### src/rtl/core/ppre_pkg.sv
// ----------------------------------------------------------------------------
// ppre_pkg
// Shared types, constants and the arctangent table of the planar pose and
// rate estimator.
// ----------------------------------------------------------------------------
package ppre_pkg;

  // Quaternion part width and its fraction bits (Q1.14)
  localparam int QUAT_BITS    = 16;
  localparam int QF           = QUAT_BITS - 2;
  // CORDIC iterations in vectoring mode
  localparam int CORDIC_STEPS = 16;
  // Shared divider: numerator magnitude width and denominator width
  localparam int DIV_NUM_W    = 33;
  localparam int DIV_DEN_W    = 40;
  // Square root steps over a 33 bit sum of squares
  localparam int ROOT_STEPS   = 17;

  localparam logic signed [35:0] PI_Q30   = 36'sd3373259426;
  localparam logic signed [35:0] HEAD_MAX = 36'sd25736;

  typedef enum logic [3:0] {
    ST_IDLE,
    ST_SQUARE,
    ST_ROOT,
    ST_DLOAD,
    ST_DIV,
    ST_DSTORE,
    ST_PROD,
    ST_PRE,
    ST_ROT,
    ST_DONE
  } state_t;

  typedef enum logic [1:0] {
    DV_NORM,
    DV_VX,
    DV_VY,
    DV_RATE
  } div_sel_t;

  // Arctangent of 2^-i in Q2.30
  function automatic logic [31:0] atan_q30(input logic [4:0] i);
    logic [31:0] v;
    begin
      case (i)
        5'd0:    v = 32'd843314857;
        5'd1:    v = 32'd497837829;
        5'd2:    v = 32'd263043837;
        5'd3:    v = 32'd133525159;
        5'd4:    v = 32'd67021687;
        5'd5:    v = 32'd33543516;
        5'd6:    v = 32'd16775851;
        5'd7:    v = 32'd8388437;
        5'd8:    v = 32'd4194283;
        5'd9:    v = 32'd2097149;
        5'd31:   v = 32'd0;
        default: v = 32'd1 << (5'd30 - i);
      endcase
      atan_q30 = v;
    end
  endfunction

endpackage

### src/rtl/core/planar_pose_rate_estimator_core.sv
// ----------------------------------------------------------------------------
// planar_pose_rate_estimator_core
// Normalizes the attitude quaternion, finds yaw by CORDIC and forms x/y and
// yaw rates by finite difference over the elapsed ticks.
// ----------------------------------------------------------------------------
// One frame runs from the accepting edge to its registered result through
// a multiply-accumulate pass for the sum of squares, 17 square root steps,
// four normalizing divides and three rate divides (each a load state,
// 33 quotient steps and a store state), the quaternion products, the CORDIC
// (one pre-rotation and 16 steps) and a state that registers the result.
// A single 17x17 multiplier, a one-bit-a-cycle restoring divider and a
// CORDIC stage are reused under one sequencer. A zero tick count skips the
// rate divides. The block takes a new frame once the previous one is
// finished, even while its result is still stalled at the output; a frame
// that finishes while the output is still full waits in its last state.
module planar_pose_rate_estimator_core
  import ppre_pkg::*;
(
  input  logic                        clk,
  input  logic                        rst,
  input  logic                        frame_valid,
  output logic                        frame_stall,
  input  logic signed [31:0]          pos_x,
  input  logic signed [31:0]          pos_y,
  input  logic signed [QUAT_BITS-1:0] quat_w,
  input  logic signed [QUAT_BITS-1:0] quat_x,
  input  logic signed [QUAT_BITS-1:0] quat_y,
  input  logic signed [QUAT_BITS-1:0] quat_z,
  input  logic [39:0]                 elapsed_ticks,
  output logic                        result_valid,
  input  logic                        result_stall,
  output logic signed [31:0]          out_x,
  output logic signed [31:0]          out_y,
  output logic signed [31:0]          vel_x,
  output logic signed [31:0]          vel_y,
  output logic signed [15:0]          heading,
  output logic signed [31:0]          heading_rate,
  output logic                        rate_valid,
  output logic                        first_frame
);

  state_t   state, state_next;
  div_sel_t div_sel;

  // Latched request
  logic signed [31:0]          px, py;
  logic signed [QUAT_BITS-1:0] raw [4];
  logic [39:0]                 dt;

  // Kept frame state
  logic signed [31:0]          last_x, last_y;
  logic signed [QUAT_BITS-1:0] last_quat [4];
  logic                        acquired;

  // Working registers
  logic [5:0]                  cnt;
  logic [1:0]                  idx;
  logic [33:0]                 sum;
  logic [33:0]                 root_v, root_res, root_bit;
  logic signed [QUAT_BITS-1:0] q [4];
  logic signed [33:0]          s_acc, c_acc, zp;
  logic signed [33:0]          cx, cy;
  logic signed [35:0]          cz;
  logic signed [31:0]          vx, vy, rate;

  // Divider registers
  logic [DIV_NUM_W-1:0]        div_num, div_quo;
  logic [DIV_DEN_W-1:0]        div_den, div_rem;
  logic                        div_neg;

  // Shared multiplier
  logic signed [16:0]          mul_a, mul_b;
  logic signed [33:0]          mul_p;

  // Combinational helpers
  logic [33:0]                 root_trial;
  logic [DIV_DEN_W:0]          div_trial;
  logic signed [33:0]          div_src;
  logic [33:0]                 div_mag;
  logic signed [33:0]          cdx, cdy;
  logic signed [35:0]          catan;
  logic signed [35:0]          head_full;
  logic signed [15:0]          head_sat;
  logic signed [31:0]          sat_res;
  logic signed [QUAT_BITS-1:0] q_res;

  assign frame_stall = (state != ST_IDLE);

  // Select multiplier operands
  always_comb begin
    mul_a = '0;
    mul_b = '0;
    if (state == ST_SQUARE) begin
      mul_a = {raw[cnt[1:0]][QUAT_BITS-1], raw[cnt[1:0]]};
      mul_b = mul_a;
    end else begin
      case (cnt[2:0])
        3'd0: begin mul_a = 17'(q[0]); mul_b = 17'(q[3]); end
        3'd1: begin mul_a = 17'(q[1]); mul_b = 17'(q[2]); end
        3'd2: begin mul_a = 17'(q[2]); mul_b = 17'(q[2]); end
        3'd3: begin mul_a = 17'(q[3]); mul_b = 17'(q[3]); end
        3'd4: begin mul_a = 17'(q[0]); mul_b = 17'(last_quat[3]); end
        3'd5: begin mul_a = 17'(q[1]); mul_b = 17'(last_quat[2]); end
        3'd6: begin mul_a = 17'(q[2]); mul_b = 17'(last_quat[1]); end
        default: begin mul_a = 17'(q[3]); mul_b = 17'(last_quat[0]); end
      endcase
    end
  end
  assign mul_p = mul_a * mul_b;

  // Square root step
  assign root_trial = root_res + root_bit;

  // Divider step
  assign div_trial = {div_rem, div_num[DIV_NUM_W-1]};

  // Pick divider numerator
  always_comb begin
    case (div_sel)
      DV_NORM: div_src = 34'(raw[idx]) <<< QF;
      DV_VX:   div_src = 34'(px) - 34'(last_x);
      DV_VY:   div_src = 34'(py) - 34'(last_y);
      // Twice zp floored to Q16.16
      default: div_src = zp >>> (2 * QF - 17);
    endcase
    div_mag = div_src[33] ? 34'(-div_src) : div_src;
  end

  // Shape divider quotient
  always_comb begin
    if (!div_neg) begin
      sat_res = (div_quo > 33'h07fffffff) ? 32'sh7fffffff : signed'(div_quo[31:0]);
      q_res   = signed'(div_quo[QUAT_BITS-1:0]);
    end else begin
      sat_res = (div_quo > 33'h080000000) ? 32'sh80000000 : -signed'(div_quo[31:0]);
      q_res   = -signed'(div_quo[QUAT_BITS-1:0]);
    end
  end

  // CORDIC step terms
  assign cdx   = cy >>> cnt[4:0];
  assign cdy   = cx >>> cnt[4:0];
  assign catan = 36'(atan_q30(cnt[4:0]));

  // Round and clamp heading
  always_comb begin
    head_full = (cz + 36'sd65536) >>> 17;
    if (head_full > HEAD_MAX) begin
      head_sat = 16'(HEAD_MAX);
    end else if (head_full < -HEAD_MAX) begin
      head_sat = 16'(-HEAD_MAX);
    end else begin
      head_sat = head_full[15:0];
    end
  end

  // Hold state
  always_ff @(posedge clk) begin
    if (rst) begin
      state <= ST_IDLE;
    end else begin
      state <= state_next;
    end
  end

  // Sequence the shared units
  always_comb begin
    state_next = state;
    unique case (state)
      ST_IDLE:   if (frame_valid) state_next = ST_SQUARE;
      ST_SQUARE: if (cnt == 6'd3) state_next = ST_ROOT;
      ST_ROOT:   if (cnt == 6'(ROOT_STEPS - 1)) state_next = ST_DLOAD;
      ST_DLOAD:  state_next = ST_DIV;
      ST_DIV:    if (cnt == 6'(DIV_NUM_W - 1)) state_next = ST_DSTORE;
      ST_DSTORE: begin
        if (div_sel == DV_NORM && idx != 2'd3) begin
          state_next = ST_DLOAD;
        end else if (div_sel == DV_NORM) begin
          state_next = ST_PROD;
        end else if (div_sel == DV_RATE) begin
          state_next = ST_DONE;
        end else begin
          state_next = ST_DLOAD;
        end
      end
      ST_PROD:   if (cnt == 6'd7) state_next = ST_PRE;
      ST_PRE:    state_next = ST_ROT;
      ST_ROT: begin
        if (cnt == 6'(CORDIC_STEPS - 1)) begin
          state_next = (dt != '0) ? ST_DLOAD : ST_DONE;
        end
      end
      ST_DONE:   if (!result_valid || !result_stall) state_next = ST_IDLE;
      default:   state_next = ST_IDLE;
    endcase
  end

  // Advance datapath
  always_ff @(posedge clk) begin
    if (rst) begin
      last_x       <= '0;
      last_y       <= '0;
      last_quat[0] <= QUAT_BITS'(1) << QF;
      last_quat[1] <= '0;
      last_quat[2] <= '0;
      last_quat[3] <= '0;
      acquired     <= 1'b0;
      result_valid <= 1'b0;
      cnt          <= '0;
      idx          <= '0;
      div_sel      <= DV_NORM;
    end else begin
      // Drop a taken result unless a new one replaces it
      if (result_valid && !result_stall && state != ST_DONE) begin
        result_valid <= 1'b0;
      end
      unique case (state)
        ST_IDLE: begin
          if (frame_valid) begin
            px     <= pos_x;
            py     <= pos_y;
            raw[0] <= quat_w;
            raw[1] <= quat_x;
            raw[2] <= quat_y;
            raw[3] <= quat_z;
            dt     <= elapsed_ticks;
            sum    <= '0;
            cnt    <= '0;
          end
        end
        ST_SQUARE: begin
          sum <= sum + unsigned'(mul_p);
          if (cnt == 6'd3) begin
            cnt      <= '0;
            root_res <= '0;
            root_bit <= 34'd1 << 32;
          end else begin
            cnt <= cnt + 6'd1;
          end
        end
        ST_ROOT: begin
          if (root_trial <= ((cnt == 6'd0) ? sum : root_v)) begin
            root_v   <= ((cnt == 6'd0) ? sum : root_v) - root_trial;
            root_res <= (root_res >> 1) + root_bit;
          end else begin
            root_res <= root_res >> 1;
            if (cnt == 6'd0) begin
              root_v <= sum;
            end
          end
          root_bit <= root_bit >> 2;
          if (cnt == 6'(ROOT_STEPS - 1)) begin
            cnt     <= '0;
            idx     <= '0;
            div_sel <= DV_NORM;
          end else begin
            cnt <= cnt + 6'd1;
          end
        end
        ST_DLOAD: begin
          div_num <= div_mag[DIV_NUM_W-1:0];
          div_neg <= div_src[33];
          div_den <= (div_sel == DV_NORM) ? DIV_DEN_W'(root_res) : dt;
          div_rem <= '0;
          div_quo <= '0;
          cnt     <= '0;
        end
        ST_DIV: begin
          if (div_trial >= {1'b0, div_den}) begin
            div_rem <= DIV_DEN_W'(div_trial - {1'b0, div_den});
            div_quo <= {div_quo[DIV_NUM_W-2:0], 1'b1};
          end else begin
            div_rem <= div_trial[DIV_DEN_W-1:0];
            div_quo <= {div_quo[DIV_NUM_W-2:0], 1'b0};
          end
          div_num <= div_num << 1;
          cnt     <= (cnt == 6'(DIV_NUM_W - 1)) ? 6'd0 : cnt + 6'd1;
        end
        ST_DSTORE: begin
          case (div_sel)
            DV_NORM: begin
              // A zero norm gives an all zero quaternion
              q[idx] <= (root_res == '0) ? '0 : q_res;
              idx    <= idx + 2'd1;
            end
            DV_VX: begin
              vx      <= sat_res;
              div_sel <= DV_VY;
            end
            DV_VY: begin
              vy      <= sat_res;
              div_sel <= DV_RATE;
            end
            default: rate <= sat_res;
          endcase
          cnt <= '0;
        end
        ST_PROD: begin
          case (cnt[2:0])
            3'd0:    s_acc <= mul_p;
            3'd1:    s_acc <= s_acc + mul_p;
            3'd2:    c_acc <= mul_p;
            3'd3:    c_acc <= c_acc + mul_p;
            3'd4:    zp    <= -mul_p;
            3'd5:    zp    <= zp - mul_p;
            default: zp    <= zp + mul_p;
          endcase
          cnt <= (cnt == 6'd7) ? 6'd0 : cnt + 6'd1;
        end
        ST_PRE: begin
          // Pre-rotate the left half plane by pi
          if ((34'sd1 <<< (2 * QF)) - (c_acc <<< 1) < 0) begin
            cx <= (c_acc <<< 1) - (34'sd1 <<< (2 * QF));
            cy <= -(s_acc <<< 1);
            cz <= (s_acc < 0) ? -PI_Q30 : PI_Q30;
          end else begin
            cx <= (34'sd1 <<< (2 * QF)) - (c_acc <<< 1);
            cy <= s_acc <<< 1;
            cz <= '0;
          end
          cnt <= '0;
        end
        ST_ROT: begin
          if (cy < 0) begin
            cx <= cx - cdx;
            cy <= cy + cdy;
            cz <= cz - catan;
          end else begin
            cx <= cx + cdx;
            cy <= cy - cdy;
            cz <= cz + catan;
          end
          if (cnt == 6'(CORDIC_STEPS - 1)) begin
            cnt     <= '0;
            div_sel <= DV_VX;
            if (dt == '0) begin
              vx   <= '0;
              vy   <= '0;
              rate <= '0;
            end
          end else begin
            cnt <= cnt + 6'd1;
          end
        end
        ST_DONE: begin
          if (!result_valid || !result_stall) begin
            result_valid <= 1'b1;
            out_x        <= px;
            out_y        <= py;
            vel_x        <= vx;
            vel_y        <= vy;
            heading      <= head_sat;
            heading_rate <= rate;
            rate_valid   <= (dt != '0);
            first_frame  <= !acquired;
            last_x       <= px;
            last_y       <= py;
            last_quat[0] <= q[0];
            last_quat[1] <= q[1];
            last_quat[2] <= q[2];
            last_quat[3] <= q[3];
            acquired     <= 1'b1;
          end
        end
        default: ;
      endcase
    end
  end

endmodule

### config.mk
export PLATFORM = sky130hd
export DESIGN_NAME = planar_pose_rate_estimator_core
export DESIGN_NICKNAME = d
export VERILOG_FILES = /design/src/rtl/core/ppre_pkg.sv /design/src/rtl/core/planar_pose_rate_estimator_core.sv
export SDC_FILE = /design/constraint.sdc
export NUM_CORES = 2
export LEC_CHECK = 0
export BUFFER_PORTS_ARGS = -buffer_cell sky130_fd_sc_hd__buf_2
export CAP_MARGIN = 10
export CORE_ASPECT_RATIO = 0.7
export CORE_MARGIN = 2
export CORE_UTILIZATION = 30
export CTS_BUF_LIST = sky130_fd_sc_hd__clkbuf_2 sky130_fd_sc_hd__clkbuf_4 sky130_fd_sc_hd__clkbuf_8
export DETAILED_ROUTE_END_ITERATION = 8
export GPL_ROUTABILITY_DRIVEN = 1
export PLACE_DENSITY = 0.52
export SETUP_SLACK_MARGIN = 0.2
export SLEW_MARGIN = 20
export SYNTH_ARGS = -nofsm -noshare
export SYNTH_HDL_FRONTEND = slang
export SYNTH_SLANG_ARGS = --single-unit
### constraint.sdc
create_clock -name clk -period 11.1 [get_ports clk]
set_input_delay 2.22 -clock clk [delete_from_list [all_inputs] [get_ports clk]]
set_output_delay 2.22 -clock clk [all_outputs]
set_load 0.05 [all_outputs]
Yosys cells after proc, flatten, opt, wreduce, memory -nomap -nowiden

Memory sizes are Yosys's and may differ from the RTL's. A register that Yosys moved wholly into a read port is not among the register bits.
Cells that the tools add are included.

Register bits after elaboration: 947
Bits in latches: 0
RAM bits: 192
Memory bits (read-only): 0
Input bits: 172
Output and inout port bits: 180
Word-level logic and storage cells: 290
Memories: 3

Add/sub/neg operators: 28
Multiply operators: 1
Div/mod/pow operators: 0
Order comparisons: 9
Equal/unequal tests: 48
Shift operators: 3
Multiplexer cells: 99
Bitwise logic cells: 6
Reductions and logical operators: 54

Memory list:

| memory    | depth | bits a word | rd ports | clocked after Yosys merged registers in | wr ports | RTL line                              | source |
|---|---|---|---|---|---|---|---|
| last_quat | 4     | 16          | 4        | 0                                       | 4        | planar_pose_rate_estimator_core.sv:52 | `logic signed [QUAT_BITS-1:0] last_quat [4];` |
| q         | 4     | 16          | 4        | 0                                       | 1        | planar_pose_rate_estimator_core.sv:60 | `logic signed [QUAT_BITS-1:0] q [4];` |
| raw       | 4     | 16          | 2        | 2                                       | 4        | planar_pose_rate_estimator_core.sv:47 | `logic signed [QUAT_BITS-1:0] raw [4];` |

Operators with widths:

| kind                  | number |
|---|---|
| $pmux W34 S2          | 7 |
| $mux W34              | 11 |
| $pmux W32 S11         | 1 |
| $mux W32              | 8 |
| $add A34 B34 Y34      | 7 |
| $pmux W34 S3          | 2 |
| $pmux W32 S2          | 3 |
| $sub A34 B34 Y34      | 4 |
| $pmux W33 S2          | 2 |
| $mux W16              | 7 |
| $mux W36              | 3 |
| $lt A34 B1 Y1 const B | 3 |
| $pmux W17 S5          | 1 |
| $pmux W40 S2          | 1 |
| $pmux W36 S2          | 1 |
| $neg A34 Y34          | 2 |
| $sshr A34 B5 Y34      | 2 |
| $sub A32 B32 Y33      | 2 |
| $pmux W17 S3          | 1 |
| $mux W4               | 11 |
| $pmux W6 S7           | 1 |
| $ge A41 B40 Y1        | 1 |
| $logic_not A40 Y1     | 1 |
| $mux W40              | 1 |
| 75 further kinds      | 165 |

Depth between registers and ports, before layout

Word-level depth: 7
Mapped depth: 53
Depth with buffers taken out: 46

Worst setup path after synthesis

No wires, ideal clock.

Kind: register to register
Start point: reg cnt[2]
End point: reg zp[33] (data pin)
Setup time: 0.270 ns
Arrival: 11.688 ns
Required time: 10.830 ns
Path slack: -0.858 ns
Cell stages (with the launch flop): 51
Buffers on the path: 8
Period minus slack after synthesis: 11.958 ns
Path through: dfxtp_1 > clkbuf_1 > inv_2 > buf_1 > clkbuf_1 > buf_1 > ha_1 > clkbuf_1 > or2_2 > clkbuf_1 > a22oi_1 > a31oi_1 > nor2_1 > or2_2 > clkbuf_1 > nor2_1 > fa_1 > inv_1 > [15 not listed] > or4_4 > nor4b_1 > nor3b_2 > and2_1 > nand2b_1 > nand2_1 > xor2_1 > ha_1 > a21o_1 > a21o_1 > a21oi_1 > o22ai_1 > a211o_1 > a21oi_1 > xnor2_1 > o311ai_1 > o31ai_1 > xor2_1

Word-level cells in the longest chain between the ends: 7
Elaborated cells on any way between the ends: 22
Those cells by class: add/sub (3); mul (1); eq/ne (6); mux (5); reduce/logical (7)

RTL lines:

| item                                         | RTL line                                                                      | source |
|---|---|---|
| start, declared                              | planar_pose_rate_estimator_core.sv:56                                         | `logic [5:0] cnt;` |
| start signal, assigned                       | planar_pose_rate_estimator_core.sv:238                                        | `cnt <= cnt + 6'd1;` |
| start signal, assigned                       | planar_pose_rate_estimator_core.sv:257                                        | `cnt <= cnt + 6'd1;` |
| start signal, assigned                       | planar_pose_rate_estimator_core.sv:277                                        | `cnt <= (cnt == 6'(DIV_NUM_W - 1)) ? 6'd0 : cnt + 6'd1;` |
| $eq A3 B2 Y1 (tied with other cells)         | planar_pose_rate_estimator_core.sv:97, planar_pose_rate_estimator_core.sv:299 |  |
| $reduce_or A2 Y1 (no line)                   | --                                                                            |  |
| $pmux W17 S5 or $pmux W17 S3 (tied branches) | planar_pose_rate_estimator_core.sv:97                                         | `case (cnt[2:0])` |
| $mux W17                                     | planar_pose_rate_estimator_core.sv:93                                         | `if (state == ST_SQUARE) begin` |
| $mul A17 B17 Y34                             | planar_pose_rate_estimator_core.sv:109                                        | `assign mul_p = mul_a * mul_b;` |
| $add A34 B34 Y34 (tied with other cells)     | planar_pose_rate_estimator_core.sv:306                                        | `default: zp <= zp + mul_p;` |
| $pmux W34 S3 *                               | planar_pose_rate_estimator_core.sv:299                                        | `case (cnt[2:0])` |
| end signal, assigned                         | planar_pose_rate_estimator_core.sv:304                                        | `3'd4: zp <= -mul_p;` |
| end signal, assigned                         | planar_pose_rate_estimator_core.sv:305                                        | `3'd5: zp <= zp - mul_p;` |
| end signal, assigned                         | planar_pose_rate_estimator_core.sv:306                                        |  |
| end, declared                                | planar_pose_rate_estimator_core.sv:61                                         | `logic signed [33:0] s_acc, c_acc, zp;` |

Every way passes the cells marked *; elsewhere a longest branch is shown, timed or not.
A chain may end at the register's enable or synchronous reset.

Worst setup path in the final report

Start point: reg cnt[1]
End point: reg zp[33] (data pin)

Same word-level chain as after synthesis.

==> impl_metrics.tcl <==
set metrics [dict create \
    status "completed" \
    startpoint_type "flip-flop" \
    die_x_um 642 \
    dpl.hpwl_um 220000 \
    layout_min_cycle_time_ns 10.56 \
    wl_um 288000 \
    finalMaxSlewViolations 0 \
    ctsHtreeMaxLevel 4 \
    holdWs_ns 0.364 \
    ys_ff_latch 1125 \
    top_level_ports 352 \
    port_buffers 351 \
    core-area_sq_mm 0.283 \
    cp_max_fo 7 \
    wl_per_cell_um 22.1 \
    clock-sinks 1125 \
    cts_inserted_buffers 194 \
    r2r_start "cnt[1]$_SDFFE_PP0P_" \
    grt_pass1_vias 66100 \
    grt_pass1_wl_um 431000 \
    worstHoldStart "vy[28]$_DFFE_PP_" \
    initial_core_util_pct 30.3 \
    row_count 163 \
    synth-async-reset-ratio_pct 0 \
    synthTopCellsByArea "edfxtp_1, ha_1, fa_1" \
    syn_area_sq_mm 0.0855 \
    fill_cells 28600 \
    num_vias 69200 \
    grt_setup_unrepaired "true" \
    path_clk_slew_ns 0.07 \
    crit_arrival_ns 11.23 \
    final_net_count 10100 \
    maxCapViolCount 0 \
    fin_util_pct 34.6 \
    finalWeightedCongestion 0.948 \
    ys_seq_area_share_pct 38.5 \
    cts_tree "done" \
    cts_hold_buf 0 \
    grt_overflow_total 0 \
    startpoint "cnt[1]$_SDFFE_PP0P_" \
    max_freq_mhz 94.7 \
    crit_buf_inv 12 \
    critPathRequiredTime_ns 11.77 \
    final.setup_skew_ns 0.120 \
    crit_family "adder cells" \
    tightestPinTransition_ns 1.16 \
    netlist_instances 8616 \
    synth_nets 9601 \
    syn_area_per_cell_sq_um 9.93 \
    ant_nets 0 \
    drt_iter0_drc 6910 \
    drc 0 \
    drive_above_1_share_pct 15.4 \
    die_y_um 451 \
    synth_top_cell_area_share_pct 36.5 \
    ys_warn_count 0 \
    cts_max_path_buffers 4 \
    timing.critical_path.mode_cell "buf_4" \
    hold_path.class "reg2reg" \
    clk-insertion-delay-late_ns 0.97 \
    area_delta_synth_final_pct 14.4 \
    drt-vias-per-instance 5.29 \
    dieArea_sq_mm 0.289 \
    cts_root_buffer "clkbuf_8" \
    path_class "reg2reg" \
    end_kind "flip-flop" \
    hold_viol 0 \
    grt_max_degree 89 \
    finalSetupViolCount 0 \
    synth-edff-count 1041 \
    slowest_stage "or4_4" \
    tns_ns 0 \
    relSlewSlack_pct 21.8 \
    first_pass_iters 6 \
    synth-main-ff-cell "edfxtp_1" \
    netlist-cell-type-count 102 \
    antenna_found_initial 12 \
    post-route-period-util_pct 95.1 \
    track_usage_pct 19.3 \
    synth_largest_area_cell "edfxtp_1" \
    max_stage_delay_ns 0.58 \
]
worst register-to-register path, delay by kind of cell, from the launching register on:
| family | cells | cell delay, ns |
|---|---|---|
| and+or+nand+nor | 9 | 1.74 |
| AOI/OAI and AO/OA | 13 | 2.33 |
| DFF | 1 | 0.36 |
| xor gates and xnor gates | 4 | 0.59 |
| adders and majority gates | 9 | 3.84 |
| buffers and inverters | 12 | 1.49 |
cells in the mapped netlist (all sizes together) (20+ instances only):
library cell  count
a211o            28
a211oi           78
a21boi           29
a21o            186
a21oi           628
a22oi            37
a311oi           34
a31o             42
a31oi           116
and2            148
and3             98
and4             20
buf              75
clkbuf          294
dfxtp            84
edfxtp         1041
fa              298
ha              515
inv             606
mux2            104
mux2i           102
mux4            122
nand2           814
nand2b           84
nand3           126
nand4            71
nor2            788
nor2b            62
nor3            145
nor3b            26
nor4             54
o211ai           46
o21a             91
o21ai           449
o21bai           70
o31ai            50
or2              34
or3              66
xnor2           355
xor2            289
state kept, by name, summed over array words and instances, names as in the netlist, 33 cells and up, named ones only:
| signal | cells |
|---|---|
| last_quat | 64 |
| q | 64 |
| raw | 64 |
| div_den | 40 |
| div_rem | 40 |
| dt | 40 |
| cz | 36 |
| cx | 34 |
| cy | 34 |
| root_res | 34 |
| root_v | 34 |
| s_acc | 34 |
| sum | 34 |
| zp | 34 |
| c_acc | 33 |
| div_num | 33 |
| div_quo | 33 |
cell type report:
| cell class | count | area [sq um] | area share (%) |
|---|---|---|---|
| inverter | 606 | 2280 | 2.33 |
| multi-input combinational | 6516 | 49500 | 50.6 |
| timing repair buffer | 671 | 4230 | 4.32 |
| antenna | 14 | 35.0 | 0.0358 |
| tap | 3795 | 4750 | 4.85 |
| sequential | 1125 | 33000 | 33.7 |
| clock buffer | 247 | 3140 | 3.20 |
| clock inverter | 99 | 1000 | 1.02 |
worst paths after layout:
| path | to | slack [ns] | cells after the start |
|---|---|---|---|
| setup reg to reg | zp[33]$_DFFE_PP_ | 0.54 | 47 |
| setup / recovery | zp[33]$_DFFE_PP_ | 0.54 | 47 |
| hold / removal | vel_y[28]$_DFFE_PP_ | 0.36 | 0 |
| hold reg to reg | vel_y[28]$_DFFE_PP_ | 0.36 | 0 |
cells in the final DEF (no fill, tap or decap), types with 36 or more instances in the layout:
master,Yosys,layout
a31o_2,41,41
o31ai_1,50,49
nand2b_1,84,83
clkbuf_8,0,205
xnor2_1,355,350
a21oi_1,628,619
xor2_1,289,288
mux2_2,104,104
buf_2,22,352
dfxtp_1,84,79
nor2_1,788,775
o211ai_1,45,45
clkbuf_4,0,42
inv_1,603,598
nand3_1,126,124
and2_1,147,145
edfxtp_1,1041,1041
a211oi_1,77,74
mux2i_1,102,102
and3_1,98,98
ha_1,515,506
clkinv_1,0,37
a21o_1,186,186
o21a_1,91,90
a31oi_1,116,112
buf_4,1,305
a22oi_1,37,36
o21ai_0,426,425
fa_1,298,290
nor4_1,54,50
nor2b_1,62,61
nand2_1,814,799
o21bai_1,70,70
nor3_1,142,132
nand4_1,71,71
or3_1,61,60
mux4_2,122,122
cells by family after synthesis:
group           count (synthesis)  synth area share (%)
compound gates               2124                  15.9
xor+xnor                      644                  6.59
fa+ha+maj                     814                  14.5
buf+inv                       975                  4.32
flops                        1125                  38.5
mux                           328                  5.78
simple gates                 2606                  14.3
layer usage:
| metal | GRT usage, % | up-vias | part of all wire [%] |
|---|---|---|---|
| li1 | - | 32300 | - |
| met1 | 30.6 | 34100 | 50 |
| met2 | 26.1 | 2464 | 39 |
| met3 | 3.94 | 304 | 8.4 |
| met4 | 4.18 | 2 | 2.1 |
| met5 | 0 | - | 0.0069 |
metrics by stage:
step	setup slack, ns	cells	instance area [sq um]
2_1_floorplan	0.213	8616	85700
3_3_place_gp	0.119	12700	93100
3_5_place_dp	0.173	12700	93100
4_1_cts	0.246	13000	97200
5_1_grt	0.124	13100	97900
6_report	0.539	13100	97900
timing repair:
| item | CTS | global route |
|---|---|---|
| gates resized for setup | 1 | 74 |
| cloned | 0 | 2 |
| setup endpoints to repair | 1 | 19 |
| pin swaps | 3 | 42 |
| setup buffers | 3 | 40 |
Power is left out: the tool's default activity adds up to more than one toggle a clock period on the data nets, which glitch-free logic cannot reach.
